`src/design/eip_pkg.sv`:
```
package eip_pkg;

    // verdict codes
    typedef enum logic [3:0] {
        ST_UDP_OK       = 4'd0,
        ST_SHORT        = 4'd1,
        ST_ARP          = 4'd2,
        ST_NOT_IPV4     = 4'd3,
        ST_BAD_IHL      = 4'd4,
        ST_BAD_TOTAL    = 4'd5,
        ST_FRAGMENT     = 4'd6,
        ST_NOT_UDP      = 4'd7,
        ST_BAD_UDP_LEN  = 4'd8
    } t_status;

    localparam logic [15:0] ETHERTYPE_IPV4 = 16'h0800;
    localparam logic [15:0] ETHERTYPE_ARP  = 16'h0806;
    localparam logic [15:0] FRAG_MASK      = 16'h3FFF;
    localparam logic [7:0]  PROTO_UDP      = 8'd17;
    localparam logic [3:0]  IP_VERSION     = 4'd4;
    localparam logic [3:0]  MIN_IHL        = 4'd5;
    localparam logic [15:0] ETH_HDR_LEN    = 16'd14;
    localparam logic [15:0] MIN_IP_HDR_LEN = 16'd20;
    localparam logic [15:0] UDP_HDR_LEN    = 16'd8;
    localparam logic [15:0] COUNT_MAX      = 16'hFFFF;

    // header fields held by the capture stage, plus the frame-end mark
    typedef struct packed {
        logic        done;
        logic [15:0] length;
        logic [15:0] etype;
        logic [7:0]  ver_ihl;
        logic [15:0] total_len;
        logic [15:0] flags_frag;
        logic [7:0]  protocol;
        logic [31:0] src_addr;
        logic [31:0] dst_addr;
        logic [31:0] ports;
        logic [15:0] udp_len;
    } t_capture;

    // one verdict word
    typedef struct packed {
        t_status     status;
        logic [15:0] frame_length;
        logic [31:0] src_addr;
        logic [31:0] dst_addr;
        logic [15:0] udp_sport;
        logic [15:0] udp_dport;
        logic [6:0]  payload_offset;
        logic [15:0] payload_length;
        logic        fragment_drop;
    } t_result;

endpackage

```
`src/design/eth_ipv4_udp_header_parser.sv`:
```
// Ethernet/IPv4/UDP header parser. Frame bytes come in one word per clock,
// destination MAC first, with i_last_byte on the final byte; the block takes
// one byte every cycle for as long as the output side does not stall. Each
// frame yields exactly one verdict word; o_valid rises once its last byte has
// passed the input register, the capture stage and the result register. A
// finished frame waiting behind a stalled result holds the capture stage, and
// o_stall rises for the next byte until it moves on.
// No word comes out for the other bytes. o_status gives udp ok (0) or the
// first failed check in order: short, ARP, not IPv4, bad IHL, bad total
// length, fragment (o_fragment_drop set), not UDP, bad UDP length. Addresses,
// ports, payload offset and payload length are zero unless the status is
// udp ok. o_frame_length counts bytes and saturates at 65535. There is no setup.
module eth_ipv4_udp_header_parser (
    input  logic        i_clk,
    input  logic        i_rst_n,
    // byte input
    input  logic        i_valid,
    output logic        o_stall,
    input  logic [7:0]  i_frame_byte,
    input  logic        i_last_byte,
    // verdict output
    output logic        o_valid,
    input  logic        i_stall,
    output logic [3:0]  o_status,
    output logic [15:0] o_frame_length,
    output logic [31:0] o_source_address,
    output logic [31:0] o_destination_address,
    output logic [15:0] o_source_port,
    output logic [15:0] o_destination_port,
    output logic [6:0]  o_payload_offset,
    output logic [15:0] o_payload_length,
    output logic        o_fragment_drop
);

    logic              r_in_valid;
    logic [7:0]        r_in_byte;
    logic              r_in_last;
    logic              r_out_valid;
    eip_pkg::t_result  r_out;
    eip_pkg::t_capture cap;
    eip_pkg::t_result  res;
    logic              out_free;
    logic              cap_ready;
    logic              cap_en;
    logic              take;

    // Result register frees up when empty or being read this cycle.
    assign out_free  = !r_out_valid || !i_stall;
    // A finished frame must leave the capture stage before the next byte
    // updates it; the header fields of the next frame would overwrite it.
    assign take      = cap.done && out_free;
    assign cap_ready = !cap.done || out_free;
    assign cap_en    = r_in_valid && cap_ready;
    // input register acts as the skid stage
    assign o_stall   = r_in_valid && !cap_ready;

    always_ff @(posedge i_clk) begin
        if (!i_rst_n) begin
            r_in_valid <= 1'b0;
        end else if (!o_stall) begin
            r_in_valid <= i_valid;
        end
    end

    always_ff @(posedge i_clk) begin
        if (i_valid && !o_stall) begin
            r_in_byte <= i_frame_byte;
            r_in_last <= i_last_byte;
        end
    end

    eip_capture u_capture (
        .i_clk   (i_clk),
        .i_rst_n (i_rst_n),
        .i_en    (cap_en),
        .i_take  (take),
        .i_byte  (r_in_byte),
        .i_last  (r_in_last),
        .o_cap   (cap)
    );

    eip_verdict u_verdict (
        .i_cap (cap),
        .o_res (res)
    );

    always_ff @(posedge i_clk) begin
        if (!i_rst_n) begin
            r_out_valid <= 1'b0;
        end else if (out_free) begin
            r_out_valid <= cap.done;
        end
    end

    always_ff @(posedge i_clk) begin
        if (take)
            r_out <= res;
    end

    assign o_valid               = r_out_valid;
    assign o_status              = r_out.status;
    assign o_frame_length        = r_out.frame_length;
    assign o_source_address      = r_out.src_addr;
    assign o_destination_address = r_out.dst_addr;
    assign o_source_port         = r_out.udp_sport;
    assign o_destination_port    = r_out.udp_dport;
    assign o_payload_offset      = r_out.payload_offset;
    assign o_payload_length      = r_out.payload_length;
    assign o_fragment_drop       = r_out.fragment_drop;

endmodule

```
`src/design/eip_capture.sv`:
```
module eip_capture (
    input  logic                i_clk,
    input  logic                i_rst_n,
    input  logic                i_en,
    input  logic                i_take,
    input  logic [7:0]          i_byte,
    input  logic                i_last,
    output eip_pkg::t_capture   o_cap
);

    logic [15:0] r_count;
    logic [15:0] n_count;
    logic        r_done;
    logic [15:0] r_len;
    logic [15:0] r_etype;
    logic [7:0]  r_ver_ihl;
    logic [15:0] r_total_len;
    logic [15:0] r_flags_frag;
    logic [7:0]  r_protocol;
    logic [31:0] r_src_addr;
    logic [31:0] r_dst_addr;
    logic [31:0] r_ports;
    logic [15:0] r_udp_len;
    logic [15:0] udp_base;

    // UDP header follows the IP header; IHL counts 32-bit words
    assign udp_base = eip_pkg::ETH_HDR_LEN + {10'd0, r_ver_ihl[3:0], 2'b00};
    assign n_count  = (r_count < eip_pkg::COUNT_MAX) ? r_count + 16'd1 : r_count;

    always_ff @(posedge i_clk) begin
        if (!i_rst_n) begin
            r_count <= '0;
            r_done  <= 1'b0;
        end else if (i_en) begin
            r_count <= i_last ? 16'd0 : n_count;
            r_done  <= i_last;
        end else if (i_take) begin
            r_done  <= 1'b0;
        end
    end

    always_ff @(posedge i_clk) begin
        if (i_en) begin
            if (i_last)
                r_len <= n_count;
            if (r_count == 16'd12 || r_count == 16'd13)
                r_etype <= {r_etype[7:0], i_byte};
            if (r_count == 16'd14)
                r_ver_ihl <= i_byte;
            if (r_count == 16'd16 || r_count == 16'd17)
                r_total_len <= {r_total_len[7:0], i_byte};
            if (r_count == 16'd20 || r_count == 16'd21)
                r_flags_frag <= {r_flags_frag[7:0], i_byte};
            if (r_count == 16'd23)
                r_protocol <= i_byte;
            if (r_count >= 16'd26 && r_count <= 16'd29)
                r_src_addr <= {r_src_addr[23:0], i_byte};
            if (r_count >= 16'd30 && r_count <= 16'd33)
                r_dst_addr <= {r_dst_addr[23:0], i_byte};
            // IHL is only trusted once its byte has gone by
            if (r_count > 16'd14) begin
                if (r_count >= udp_base && r_count <= udp_base + 16'd3)
                    r_ports <= {r_ports[23:0], i_byte};
                if (r_count == udp_base + 16'd4 || r_count == udp_base + 16'd5)
                    r_udp_len <= {r_udp_len[7:0], i_byte};
            end
        end
    end

    always_comb begin
        o_cap.done       = r_done;
        o_cap.length     = r_len;
        o_cap.etype      = r_etype;
        o_cap.ver_ihl    = r_ver_ihl;
        o_cap.total_len  = r_total_len;
        o_cap.flags_frag = r_flags_frag;
        o_cap.protocol   = r_protocol;
        o_cap.src_addr   = r_src_addr;
        o_cap.dst_addr   = r_dst_addr;
        o_cap.ports      = r_ports;
        o_cap.udp_len    = r_udp_len;
    end

endmodule

```
`src/design/eip_verdict.sv`:
```
module eip_verdict (
    input  eip_pkg::t_capture   i_cap,
    output eip_pkg::t_result    o_res
);

    logic [3:0]       ihl;
    logic [15:0]      hdr_len;
    logic [16:0]      len_ext;
    logic [16:0]      ip_end;
    logic [16:0]      hdr_end;
    logic [15:0]      ip_payload;
    eip_pkg::t_status status;

    assign ihl        = i_cap.ver_ihl[3:0];
    assign hdr_len    = {10'd0, ihl, 2'b00};
    assign len_ext    = {1'b0, i_cap.length};
    assign hdr_end    = {1'b0, eip_pkg::ETH_HDR_LEN} + {1'b0, hdr_len};
    assign ip_end     = {1'b0, eip_pkg::ETH_HDR_LEN} + {1'b0, i_cap.total_len};
    assign ip_payload = i_cap.total_len - hdr_len;

    always_comb begin
        priority if (i_cap.length < eip_pkg::ETH_HDR_LEN)
            status = eip_pkg::ST_SHORT;
        else if (i_cap.etype == eip_pkg::ETHERTYPE_ARP)
            status = eip_pkg::ST_ARP;
        else if (i_cap.etype != eip_pkg::ETHERTYPE_IPV4)
            status = eip_pkg::ST_NOT_IPV4;
        else if (i_cap.length < eip_pkg::ETH_HDR_LEN + eip_pkg::MIN_IP_HDR_LEN)
            status = eip_pkg::ST_SHORT;
        else if (i_cap.ver_ihl[7:4] != eip_pkg::IP_VERSION || ihl < eip_pkg::MIN_IHL
                 || len_ext < hdr_end)
            status = eip_pkg::ST_BAD_IHL;
        else if (i_cap.total_len < hdr_len || len_ext < ip_end)
            status = eip_pkg::ST_BAD_TOTAL;
        else if ((i_cap.flags_frag & eip_pkg::FRAG_MASK) != 16'd0)
            status = eip_pkg::ST_FRAGMENT;
        else if (i_cap.protocol != eip_pkg::PROTO_UDP)
            status = eip_pkg::ST_NOT_UDP;
        else if (ip_payload < eip_pkg::UDP_HDR_LEN || i_cap.udp_len < eip_pkg::UDP_HDR_LEN
                 || ip_payload < i_cap.udp_len)
            status = eip_pkg::ST_BAD_UDP_LEN;
        else
            status = eip_pkg::ST_UDP_OK;
    end

    always_comb begin
        o_res                = '0;
        o_res.status         = status;
        o_res.frame_length   = i_cap.length;
        o_res.fragment_drop  = (status == eip_pkg::ST_FRAGMENT);
        if (status == eip_pkg::ST_UDP_OK) begin
            o_res.src_addr       = i_cap.src_addr;
            o_res.dst_addr       = i_cap.dst_addr;
            o_res.udp_sport      = i_cap.ports[31:16];
            o_res.udp_dport      = i_cap.ports[15:0];
            o_res.payload_offset = 7'd22 + {1'b0, ihl, 2'b00};
            o_res.payload_length = i_cap.udp_len - eip_pkg::UDP_HDR_LEN;
        end
    end

endmodule

```
`config.mk`:
```
export PLATFORM = sky130hd
export DESIGN_NAME = eth_ipv4_udp_header_parser
export DESIGN_NICKNAME = d
export VERILOG_FILES = /design/src/design/eip_pkg.sv /design/src/design/eth_ipv4_udp_header_parser.sv /design/src/design/eip_capture.sv /design/src/design/eip_verdict.sv
export SDC_FILE = /design/constraint.sdc
export NUM_CORES = 1
export LEC_CHECK = 0
export BUFFER_PORTS_ARGS = -buffer_cell sky130_fd_sc_hd__buf_4
export CAP_MARGIN = 20
export CORE_MARGIN = 10
export CORE_UTILIZATION = 53
export CTS_CLUSTER_SIZE = 8
export DETAILED_ROUTE_END_ITERATION = 10
export PLACE_DENSITY_LB_ADDON = 0.1
export SLEW_MARGIN = 20
export SYNTH_ARGS = -nofsm -noshare
export SYNTH_HDL_FRONTEND = slang
export SYNTH_SLANG_ARGS = --single-unit
```
`constraint.sdc`:
```
create_clock -name i_clk -period 13.1 [get_ports i_clk]
set_input_delay 1.965 -clock i_clk [delete_from_list [all_inputs] [get_ports i_clk]]
set_output_delay 1.965 -clock i_clk [all_outputs]
set_load 0.02 [all_outputs]
```
==> qor.log, run 1 <==
[status] result of the run finished, final reports clean
[clocking] clk sinks 357
[clocking] maximum clock path buffer count 3
[critical_path] critical path peak fanout 119
[critical_path] reg2reg path depth 15
[clocking] post-cts sizing count 0
[global_route] first-pass GRT wire length 47.2 mm
[finish] Final Net Count 1,229
[route] DRC violation count after routing 0
[global_route] initial antenna violation count 1
[clocking] Setup Buffers After CTS 0
[floorplanning] Die Outline Area 35,000 um2
[logic_synthesis] count of distinct cell types in the synthesized netlist 65
[logic_synthesis] combined area of all synthesized cells 14,800 um2
[global_route] via count of the first global-routing pass 8,363
[global_route] met2 routing resource usage after global routing 0.266
[clocking] clock-pin slew reported for the worst setup and hold paths after clock tree synthesis 50 ps
[clocking] number of buffers created by CTS 50
[timing] count of final setup violators 0
[finish] most used cells in the layout excluding fill and tap cells sky130_fd_sc_hd__edfxtp_1, sky130_fd_sc_hd__buf_4, sky130_fd_sc_hd__and3_1
[clocking] clock latency on the worst-skew pair 550 ps
[place] IO Port Bufs 153
[clocking] TritonCTS clock tree built
[route] first-pass iteration count of the detailed router 5
[logic_synthesis] Yosys warning total 0
[floorplanning] number of primary I/O pins 155
[critical_path] critical path startpoint category flop
[timing] clock skew 14.3 ps
[timing] RSZ-0062 raised after global routing no
[flow_run] reported max-cap violation count 0
[logic_synthesis] Async S/R FF share, synth 0
[floorplanning] Site Rows 61
[critical_path] Critical Path Source u_capture.r_ver_ihl[0]
[timing] relative max-transition margin 0.330
[power_and_ir_drop] leakage dissipation 0.00660 uW
[logic_synthesis] flop and latch count out of synthesis 357
[critical_path] timing endpoint of the critical path o_destination_address[30]
[timing] portion of the clock cycle consumed by the worst path in the final layout 0.349
[floorplanning] starting density of the core 0.535
[finish] most frequent standard cell in the layout excluding fill and tap cells sky130_fd_sc_hd__edfxtp_1
[timing] Fmax 0.219 GHz
[place] weighted congestion at the end of routability-driven global placement 0.817
[floorplanning] height of the chip 187 um
[clocking] H-tree Lvls 2
[finish] sequential standard cell area 10,500 um2
[route] via count normalized by instance count 5.40
[worst_hold_path] type of the worst min-delay path flop to flop
[power_and_ir_drop] power per unit of standard cell area 140 nW/um2
[global_route] most congested layer reported by global routing met2
[logic_synthesis] Top FF cell, synth sky130_fd_sc_hd__edfxtp_1
[logic_synthesis] average size of a mapped cell 14.9 um2
[global_route] met3 track utilization from global routing 0.0375
[clocking] CTS root buffer sky130_fd_sc_hd__clkbuf_16
[critical_path] kind of end point of the critical path flop
[finish] share of layout cells above drive strength 1 0.198
[route] Initial DRC Count 581
[logic_synthesis] gate count after technology mapping 993
[route] wire per inst 19.4 um
[finish] Antenna diodes 0
[global_route] met1 Usage GRT 0.228
[timing] count of endpoints failing hold in the final timing report 0
[timing] Fin Setup TNS 0 ps
[timing] measured slew at the worst slew-check pin 1000 ps
[timing] Tmin final 4570 ps
[critical_path] internal reg-to-reg setup slack 8530 ps
[logic_synthesis] fraction of the yosys area taken by sequential cells 0.712
[finish] final design utilization 0.637
[floorplanning] Die Span X 187 um
[place] placed wire-length estimate after detailed placement 19.6 mm
[route] post-route ant nets 0
[critical_path] required time at the worst-slack endpoint 13,390 ps
[finish] total area of multi-input combinational cells 3850 um2
[global_route] Overflow after GRT 0
[finish] post-synthesis to final-layout area growth 19.1%
[logic_synthesis] EDFF count, synth 338
[clocking] cts hold-fix bufs 0
[critical_path] classification of the worst setup path flop to flop
[timing] final-report max-slew violation count 0
[global_route] maximum number of pins on one net before global-route repair 120
[critical_path] reg-to-reg critical path endpoint o_destination_address[30]
[power_and_ir_drop] VDD IR-drop max 108 uV
[finish] Filler Cells Inserted 2,027
[route] via count 8,345
[route] wirelength, routed 29.9 mm
[global_route] GR Util All Layers 0.168
[critical_path] Reg-to-Reg Start u_capture.r_ver_ihl[0]
[critical_path] data arrival time of the critical path 4860 ps
[floorplanning] core region area 27,600 um2
[logic_synthesis] nets in the synthesized netlist 1,065
cells in the mapped netlist (all sizes together), types with 14 or more instances:
library cell | n | area [um2]
edfxtp | 338 | 10100
and3 | 123 | 769
ha | 58 | 726
nor2 | 43 | 161
inv | 37 | 139
nand2 | 35 | 131
o21ai | 32 | 160
clkbuf | 31 | 116
a21oi | 30 | 150
xnor2 | 28 | 245
nand3 | 25 | 125
xor2 | 22 | 193
dfxtp | 19 | 380
nor3 | 19 | 95.1
buf | 17 | 209
nor4 | 14 | 87.6
cell families (layout without fill, tap and decap cells):
logic type / after synthesis / in the layout / share of synthesized area
compound gates: 116 / 116 / 0.0519
xor+xnor: 50 / 50 / 0.0296
fa+ha+maj: 59 / 59 / 0.0505
buf+inv: 85 / 258 / 0.0314
flops: 357 / 357 / 0.712
mux: 1 / 1 / 0.000762
other cells: 2 / 2 / 0.000508
simple gates: 323 / 323 / 0.123
metrics by stage:
| stage | std cells | area [um2] | power (uW) | setup slack, ps | hold slack, ps |
|---|---|---|---|---|---|
| final | 1544 | 17600 | 2460 | 8530 | 435 |
| after global routing | 1544 | 17600 | 2530 | 8280 | 436 |
| after CTS | 1542 | 17500 | 2480 | 8510 | 433 |
| after detailed placement | 1481 | 16200 | 1350 | 8080 | 426 |
| after global placement | 1481 | 16200 | 1350 | 8200 | 420 |
| after floorplan | 993 | 14800 | 1320 | 247 | 417 |
how the worst min path moves through the flow:
stage,from,end,slack (ps),cells after the start
after floorplan,u_capture.r_dst_addr[2],u_capture.r_dst_addr[10],420,0
after global placement,u_capture.r_dst_addr[15],u_capture.r_dst_addr[23],420,0
after global routing,u_capture.r_src_addr[1],u_capture.r_src_addr[9],440,0
final,u_capture.r_dst_addr[7],u_capture.r_dst_addr[15],430,0
after detailed placement,u_capture.r_dst_addr[3],u_capture.r_dst_addr[11],430,0
after CTS,u_capture.r_src_addr[6],u_capture.r_src_addr[14],430,0
layout make-up:
cell class | instances | area share
multi-input combinational | 551 | 0.219
sequential | 357 | 0.598
timing repair buffer | 160 | 0.0705
clock buffer | 59 | 0.0747
tap | 378 | 0.0269
inverter | 37 | 0.00789
clock inverter | 2 | 0.00341
per-layer routing:
metal / up-vias / part of all wire
li1: 4075 / -
met1: 4017 / 0.46
met2: 211 / 0.47
met3: 42 / 0.053
met4: 0 / 0.018
met5: - / 0
power by group:
part	internal [uW]	switching, uW
combinational	19.8	32.2
sequential	1260	16.8
clock	696	435
total	1970	484
critical path, cell delays in order (launching register included):
cell	delay, ps
sky130_fd_sc_hd__edfxtp_1	590
sky130_fd_sc_hd__ha_1	250
sky130_fd_sc_hd__inv_1	60
sky130_fd_sc_hd__fa_1	390
sky130_fd_sc_hd__a21o_2	290
sky130_fd_sc_hd__a211o_2	360
sky130_fd_sc_hd__or3_1	330
sky130_fd_sc_hd__xnor2_1	150
sky130_fd_sc_hd__ha_1	300
sky130_fd_sc_hd__a21o_1	160
sky130_fd_sc_hd__a21oi_1	130
sky130_fd_sc_hd__nor2_1	50
sky130_fd_sc_hd__a211oi_1	320
sky130_fd_sc_hd__a211oi_4	100
sky130_fd_sc_hd__buf_4	410
sky130_fd_sc_hd__and3_1	340
sequential cells by signal, indices dropped and copies added (netlist names), 32 cells and up:
register	cells
o_destination_address	32
u_capture.r_dst_addr	32
o_source_address	32
u_capture.r_src_addr	32
u_capture.r_ports	32
Note: power is estimated with default switching activity, not from simulation.
==> inputs of run 2 (changes only) <==
- CORE_UTILIZATION: 53 -> 55
- clock period: 13.1 -> 4.6 ns (I/O delays scaled with it)
==> run 2 against run 1 <==
  * Sequential power rose to 2.9 times the previous value
  * Highest routed layer unchanged
  * Critical endpoint is now o_destination_address[18]
  * Sequential share of layout area rose by 0.094 points
  * Die area fell by 3.3%
  * Utilization rose by 3.2 points
  * Non-clock buffer count rose by 6
  * Global-route usage rose by 0.73 points
  * Fmax rose by 8.0%
  * Design area fell by 0.16%
  * Critical path depth fell by 2
  * Final cell count fell by 2.4%
==> qor.log, run 2 (synthesized netlist as in run 1, its figures left out) <==
[global_route] initial antenna violation count 1
[power_and_ir_drop] VDD IR-drop max 278 uV
[floorplanning] Die Span X 184 um
[critical_path] critical path startpoint category flop
[place] placed wire-length estimate after detailed placement 19.8 mm
[timing] measured slew at the worst slew-check pin 1030 ps
[route] Initial DRC Count 832
[clocking] clock-pin slew reported for the worst setup and hold paths after clock tree synthesis 50 ps
[route] DRC violation count after routing 0
[floorplanning] number of primary I/O pins 155
[clocking] TritonCTS clock tree built
[critical_path] data arrival time of the critical path 4530 ps
[clocking] cts hold-fix bufs 0
[global_route] GR Util All Layers 0.175
[floorplanning] Die Outline Area 33,800 um2
[timing] relative max-transition margin 0.313
[finish] Filler Cells Inserted 1,889
[timing] Fin Setup TNS 0 ps
[finish] most frequent standard cell in the layout excluding fill and tap cells sky130_fd_sc_hd__edfxtp_1
[finish] most used cells in the layout excluding fill and tap cells sky130_fd_sc_hd__edfxtp_1, sky130_fd_sc_hd__buf_4, sky130_fd_sc_hd__and3_1
[route] via count normalized by instance count 5.64
[place] IO Port Bufs 153
[floorplanning] Site Rows 59
[global_route] via count of the first global-routing pass 8,404
[timing] Fmax 0.236 GHz
[route] first-pass iteration count of the detailed router 6
[finish] share of layout cells above drive strength 1 0.201
[clocking] number of buffers created by CTS 50
[global_route] maximum number of pins on one net before global-route repair 120
[global_route] first-pass GRT wire length 46.5 mm
[timing] final-report max-slew violation count 0
[finish] Antenna diodes 0
[power_and_ir_drop] leakage dissipation 0.00663 uW
[finish] final design utilization 0.669
[floorplanning] height of the chip 184 um
[critical_path] critical path peak fanout 65
[critical_path] kind of end point of the critical path flop
[timing] count of endpoints failing hold in the final timing report 0
[critical_path] required time at the worst-slack endpoint 4900 ps
[timing] worst-case setup margin in the final layout 371 ps
[route] wire per inst 20.1 um
[finish] sequential standard cell area 10,500 um2
[timing] clock skew 14.4 ps
[timing] RSZ-0062 raised after global routing no
[floorplanning] core region area 26,300 um2
[power_and_ir_drop] power per unit of standard cell area 398 nW/um2
[critical_path] Reg-to-Reg Start u_capture.r_total_len[3]
[critical_path] Critical Path Source u_capture.r_total_len[3]
[flow_run] reported max-cap violation count 0
[clocking] H-tree Lvls 2
[status] result of the run finished, final reports clean
[critical_path] reg-to-reg critical path endpoint o_destination_address[18]
[place] weighted congestion at the end of routability-driven global placement 0.849
[clocking] maximum clock path buffer count 3
[global_route] Overflow after GRT 0
[finish] total area of multi-input combinational cells 3840 um2
[timing] Tmin final 4230 ps
[route] post-route ant nets 0
[route] wirelength, routed 30.3 mm
[finish] Final Net Count 1,235
[critical_path] reg2reg path depth 13
[timing] count of final setup violators 0
[clocking] clk sinks 357
[clocking] clock latency on the worst-skew pair 560 ps
[worst_hold_path] type of the worst min-delay path input pin to flop
[critical_path] classification of the worst setup path flop to flop
[clocking] Setup Buffers After CTS 0
[critical_path] internal reg-to-reg setup slack 370 ps
[critical_path] timing endpoint of the critical path o_destination_address[18]
[clocking] CTS root buffer sky130_fd_sc_hd__clkbuf_16
[place] placement-stage worst setup slack 185 ps
[finish] post-synthesis to final-layout area growth 19.0%
[route] via count 8,503
[timing] portion of the clock cycle consumed by the worst path in the final layout 0.919
[floorplanning] starting density of the core 0.562
-- run 2: layout make-up --
type / instances / share of cell area
clock inverter: 3 / 0.00370
clock buffer: 58 / 0.0741
inverter: 37 / 0.00790
multi-input combinational: 551 / 0.219
timing repair buffer: 166 / 0.0730
tap: 335 / 0.0238
sequential: 357 / 0.599
-- run 2: how the worst min path moves through the flow --
stage                            start                  endpoint  cells past startpoint
2_1_floorplan  u_capture.r_dst_addr[2]  u_capture.r_dst_addr[10]                      0
3_3_place_gp   u_capture.r_src_addr[2]  u_capture.r_src_addr[10]                      0
3_5_place_dp   u_capture.r_src_addr[4]  u_capture.r_src_addr[12]                      0
4_1_cts                i_frame_byte[7]              r_in_byte[7]                      1
5_1_grt                i_frame_byte[0]              r_in_byte[0]                      1
6_report                   i_last_byte                 r_in_last                      1
-- run 2: per-layer routing --
metal | track usage | share of wire | vias up
li1 | - | - | 4078
met1 | 0.229 | 0.43 | 4135
met2 | 0.283 | 0.49 | 244
met3 | 0.0368 | 0.061 | 46
met4 | 0.0646 | 0.022 | 0
met5 | 0 | 0 | -
-- run 2: metrics by stage --
step	total power, uW	hold WS (ps)	area (um2)	std cells
6_report	7000	311	17600	1507
5_1_grt	7200	298	17600	1507
4_1_cts	7060	285	17600	1507
3_5_place_dp	3840	424	16200	1446
3_3_place_gp	3840	421	16200	1446
2_1_floorplan	3740	417	14800	993
-- run 2: worst max-delay path, cell delays in order, from the launching register on --
cell	delay [ps]
sky130_fd_sc_hd__edfxtp_1	500
sky130_fd_sc_hd__nor3_2	370
sky130_fd_sc_hd__nor2_1	140
sky130_fd_sc_hd__nand2_1	100
sky130_fd_sc_hd__xor2_1	230
sky130_fd_sc_hd__ha_1	290
sky130_fd_sc_hd__and2_0	150
sky130_fd_sc_hd__a221o_1	300
sky130_fd_sc_hd__a221oi_1	330
sky130_fd_sc_hd__o211a_1	250
sky130_fd_sc_hd__and3b_1	220
sky130_fd_sc_hd__and3_2	500
sky130_fd_sc_hd__buf_12	320
sky130_fd_sc_hd__and3_1	230
-- run 2: power breakdown --
| part | switching, uW | total, uW | internal [uW] |
|---|---|---|---|
| Combinational | 92.4 | 150 | 57.2 |
| Clock | 1250 | 3220 | 1970 |
| Sequential | 46.6 | 3630 | 3580 |
| Total | 1390 | 7000 | 5610 |
-- run 2: what timing repair did --
item                                   in CTS  in global routing
endpoints found under the hold margin       0                  0
setup endpoints to repair                   0                 65
resized for setup                           0                  1
==> inputs of run 3 (changes only) <==
- ABC_AREA: unset -> 1
==> run 3 against run 2 <==
  * Design area increased by 2.9%
  * Non-clock buffer count grew 1
  * Final cell count grew 17%
  * Wire length is 1.3% higher
  * Area after synthesis grew 2.2%
  * Synthesized cell count rose by 22%
  * Flip-flop and latch count is the same
  * Via count increased by 5.9%
  * Sequential power shrank 1%
  * Combinational power down 33%
  * Critical path depth is 4 higher
  * Register-to-register slack better by 150 ps
  * Critical endpoint is now o_destination_port[4]
==> qor.log, run 3 <==
[timing] measured slew at the worst slew-check pin 990 ps
[logic_synthesis] top cells by area, synth sky130_fd_sc_hd__edfxtp_1, sky130_fd_sc_hd__ha_1, sky130_fd_sc_hd__inv_1
[floorplanning] Die Span X 186 um
[route] wire per inst 17.5 um
[status] result of the run finished, final reports clean
[logic_synthesis] most frequent cell after synthesis sky130_fd_sc_hd__edfxtp_1
[route] DRC violation count after routing 0
[clocking] number of buffers created by CTS 50
[timing] relative max-transition margin 0.335
[critical_path] kind of end point of the critical path flop
[global_route] initial antenna violation count 0
[flow_run] reported max-cap violation count 0
[critical_path] critical path peak fanout 88
[finish] most frequent standard cell in the layout excluding fill and tap cells sky130_fd_sc_hd__edfxtp_1
[worst_hold_path] Hold Path Stages 1
[timing] final-report max-slew violation count 0
[logic_synthesis] Async S/R FF share, synth 0
[logic_synthesis] Yosys warning total 0
[worst_hold_path] type of the worst min-delay path input pin to flop
[place] weighted congestion at the end of routability-driven global placement 0.850
[logic_synthesis] flop and latch count out of synthesis 357
[finish] Antenna diodes 0
[logic_synthesis] Top FF cell, synth sky130_fd_sc_hd__edfxtp_1
[finish] total area of multi-input combinational cells 3730 um2
[clocking] cts hold-fix bufs 0
[global_route] via count of the first global-routing pass 8,986
[power_and_ir_drop] clock share of power 0.466
[critical_path] data arrival time of the critical path 4370 ps
[finish] sequential standard cell area 10,500 um2
[route] first-pass iteration count of the detailed router 6
[clocking] clock latency on the worst-skew pair 560 ps
[timing] clock skew 17.4 ps
[critical_path] Crit path max-delay family simple AND/OR/NAND/NOR gates
[clocking] maximum clock path buffer count 3
[logic_synthesis] gate count after technology mapping 1,213
[timing] worst hold margin 312 ps
[finish] Final Net Count 1,481
[floorplanning] height of the chip 186 um
[clocking] clk sinks 357
[global_route] Overflow after GRT 0
[power_and_ir_drop] power spent charging and discharging nets 1340 uW
[critical_path] classification of the worst setup path flop to flop
[finish] most used cells in the layout excluding fill and tap cells sky130_fd_sc_hd__edfxtp_1, sky130_fd_sc_hd__inv_1, sky130_fd_sc_hd__nor2_1
[critical_path] critical path startpoint category flop
[finish] Final Cell Area 18,100 um2
[critical_path] chain of cells forming the critical path inv_1 -> ha_1 -> a21oi_1 -> nand2_1 -> nand2_1 -> nand3_1 -> nor3_1 -> nand2_1 -> xor2_1 -> ha_1 -> nand2_1 -> nor2_1 -> a211oi_1 -> nand3_2 -> nand3_4 -> buf_12 -> nor2_1
[global_route] maximum number of pins on one net before global-route repair 100
[power_and_ir_drop] Internal Power 5580 uW
[logic_synthesis] fraction of the yosys area taken by sequential cells 0.697
[timing] Fin Setup TNS 0 ps
[route] via count 9,005
[floorplanning] core region area 27,000 um2
[power_and_ir_drop] part of the total power dissipated in combinational logic 0.014
[logic_synthesis] combined area of all synthesized cells 15,100 um2
[power_and_ir_drop] share of total power consumed by net switching 0.193
[timing] Tmin final 4080 ps
[power_and_ir_drop] VDD IR-drop max 306 uV
[global_route] first-pass GRT wire length 48.0 mm
[power_and_ir_drop] power per unit of standard cell area 382 nW/um2
[place] area post-placement 16,700 um2
[timing] RSZ-0062 raised after global routing no
[clocking] clock-pin slew reported for the worst setup and hold paths after clock tree synthesis 50 ps
[clocking] TritonCTS clock tree built
[timing] count of endpoints failing hold in the final timing report 0
[finish] Filler Cells Inserted 1,974
[critical_path] CP peak stage delay 510 ps
[logic_synthesis] nets in the synthesized netlist 1,285
[critical_path] reg2reg path depth 17
[place] IO Port Bufs 153
[logic_synthesis] fraction of synthesized cell area taken by the top area cell type 0.672
[clocking] CTS root buffer sky130_fd_sc_hd__clkbuf_16
[clocking] H-tree Lvls 2
[power_and_ir_drop] leakage dissipation 0.00734 uW
[route] via count normalized by instance count 5.12
[logic_synthesis] EDFF count, synth 338
[logic_synthesis] count of distinct cell types in the synthesized netlist 44
[route] post-route ant nets 0
[place] placed wire-length estimate after detailed placement 20.8 mm
[floorplanning] Die Outline Area 34,500 um2
[finish] post-synthesis to final-layout area growth 19.8%
[critical_path] cell count along the critical path 17
[finish] share of layout cells above drive strength 1 0.200
[logic_synthesis] commonest cells in the synthesized netlist sky130_fd_sc_hd__edfxtp_1, sky130_fd_sc_hd__inv_1, sky130_fd_sc_hd__nor2_1
[power_and_ir_drop] sequential cell fraction of total power 0.520
[floorplanning] starting density of the core 0.560
[floorplanning] number of primary I/O pins 155
[timing] portion of the clock cycle consumed by the worst path in the final layout 0.886
[timing] Fmax 0.245 GHz
[route] wirelength, routed 30.7 mm
[clocking] Setup Buffers After CTS 0
[critical_path] cell with the largest stage delay on the worst path sky130_fd_sc_hd__edfxtp_1
[clocking] post-cts sizing count 0
[logic_synthesis] average size of a mapped cell 12.5 um2
[critical_path] required time at the worst-slack endpoint 4890 ps
[route] Initial DRC Count 790
[finish] final design utilization 0.671
[timing] count of final setup violators 0
[critical_path] most used cell along the critical path sky130_fd_sc_hd__nand2_1
[global_route] GR Util All Layers 0.179
[logic_synthesis] largest area contributor in the netlist sky130_fd_sc_hd__edfxtp_1
[floorplanning] Site Rows 60
[critical_path] Buf/Inv on CP 2
## run 3: cell types whose count changed in the layout (fill, tap and decap cells not counted), sizes merged, moves of 23 or more
cell   previous run  this run
xnor2            28         4
and3            123         2
inv              37       199
nand3            25        48
nand2            35       149
nor2             43       201
## run 3: layout make-up
type | count | area share
inverter | 200 | 0.0415
clock inverter | 2 | 0.00332
sequential | 357 | 0.582
timing repair buffer | 167 | 0.0707
clock buffer | 59 | 0.0727
tap | 341 | 0.0236
multi-input combinational | 633 | 0.206
## run 3: cell families (layout without fill, tap and decap cells)
family                     Yosys count  after routing  synth area share
other                                2              2          0.000497
AOI/OAI and AO/OA                   71             71            0.0268
DFF                                357            357             0.697
and+or+nand+nor                    462            462             0.144
buffers and inverters              223            428            0.0597
adders and majority gates           59             59            0.0494
xor gates and xnor gates            39             39            0.0226
## run 3: stage by stage
step	setup slack [ps]	total power, uW	std cells
6_report	522	6910	1759
5_1_grt	130	7140	1759
4_1_cts	499	6990	1759
3_5_place_dp	536	3750	1698
3_3_place_gp	603	3750	1698
2_1_floorplan	429	3690	1213
## run 3: power by group through the flow
stage | Combinational (uW) | Sequential, uW | Clock, uW
global route | 111 | 3590 | 3440
floorplan | 36.0 | 3650 | 0
CTS | 102 | 3590 | 3300
finish | 99.8 | 3590 | 3220
global placement | 101 | 3650 | 0
detailed placement | 102 | 3650 | 0
## run 3: path summary, 6_finish.rpt
path                           start                  endpoint  slack (ps)
max           u_capture.r_ver_ihl[2]     o_destination_port[4]         520
min                  i_frame_byte[4]              r_in_byte[4]         310
max reg2reg   u_capture.r_ver_ihl[2]     o_destination_port[4]         520
min reg2reg  u_capture.r_src_addr[6]  u_capture.r_src_addr[14]         430
## run 3: per-layer routing
layer | up-vias | wire length [um] | track usage
met5 | - | 0 | 0
met4 | 0 | 567 | 0.0587
met3 | 43 | 1810 | 0.0337
met1 | 4271 | 13300 | 0.236
li1 | 4447 | - | -
met2 | 244 | 15000 | 0.293
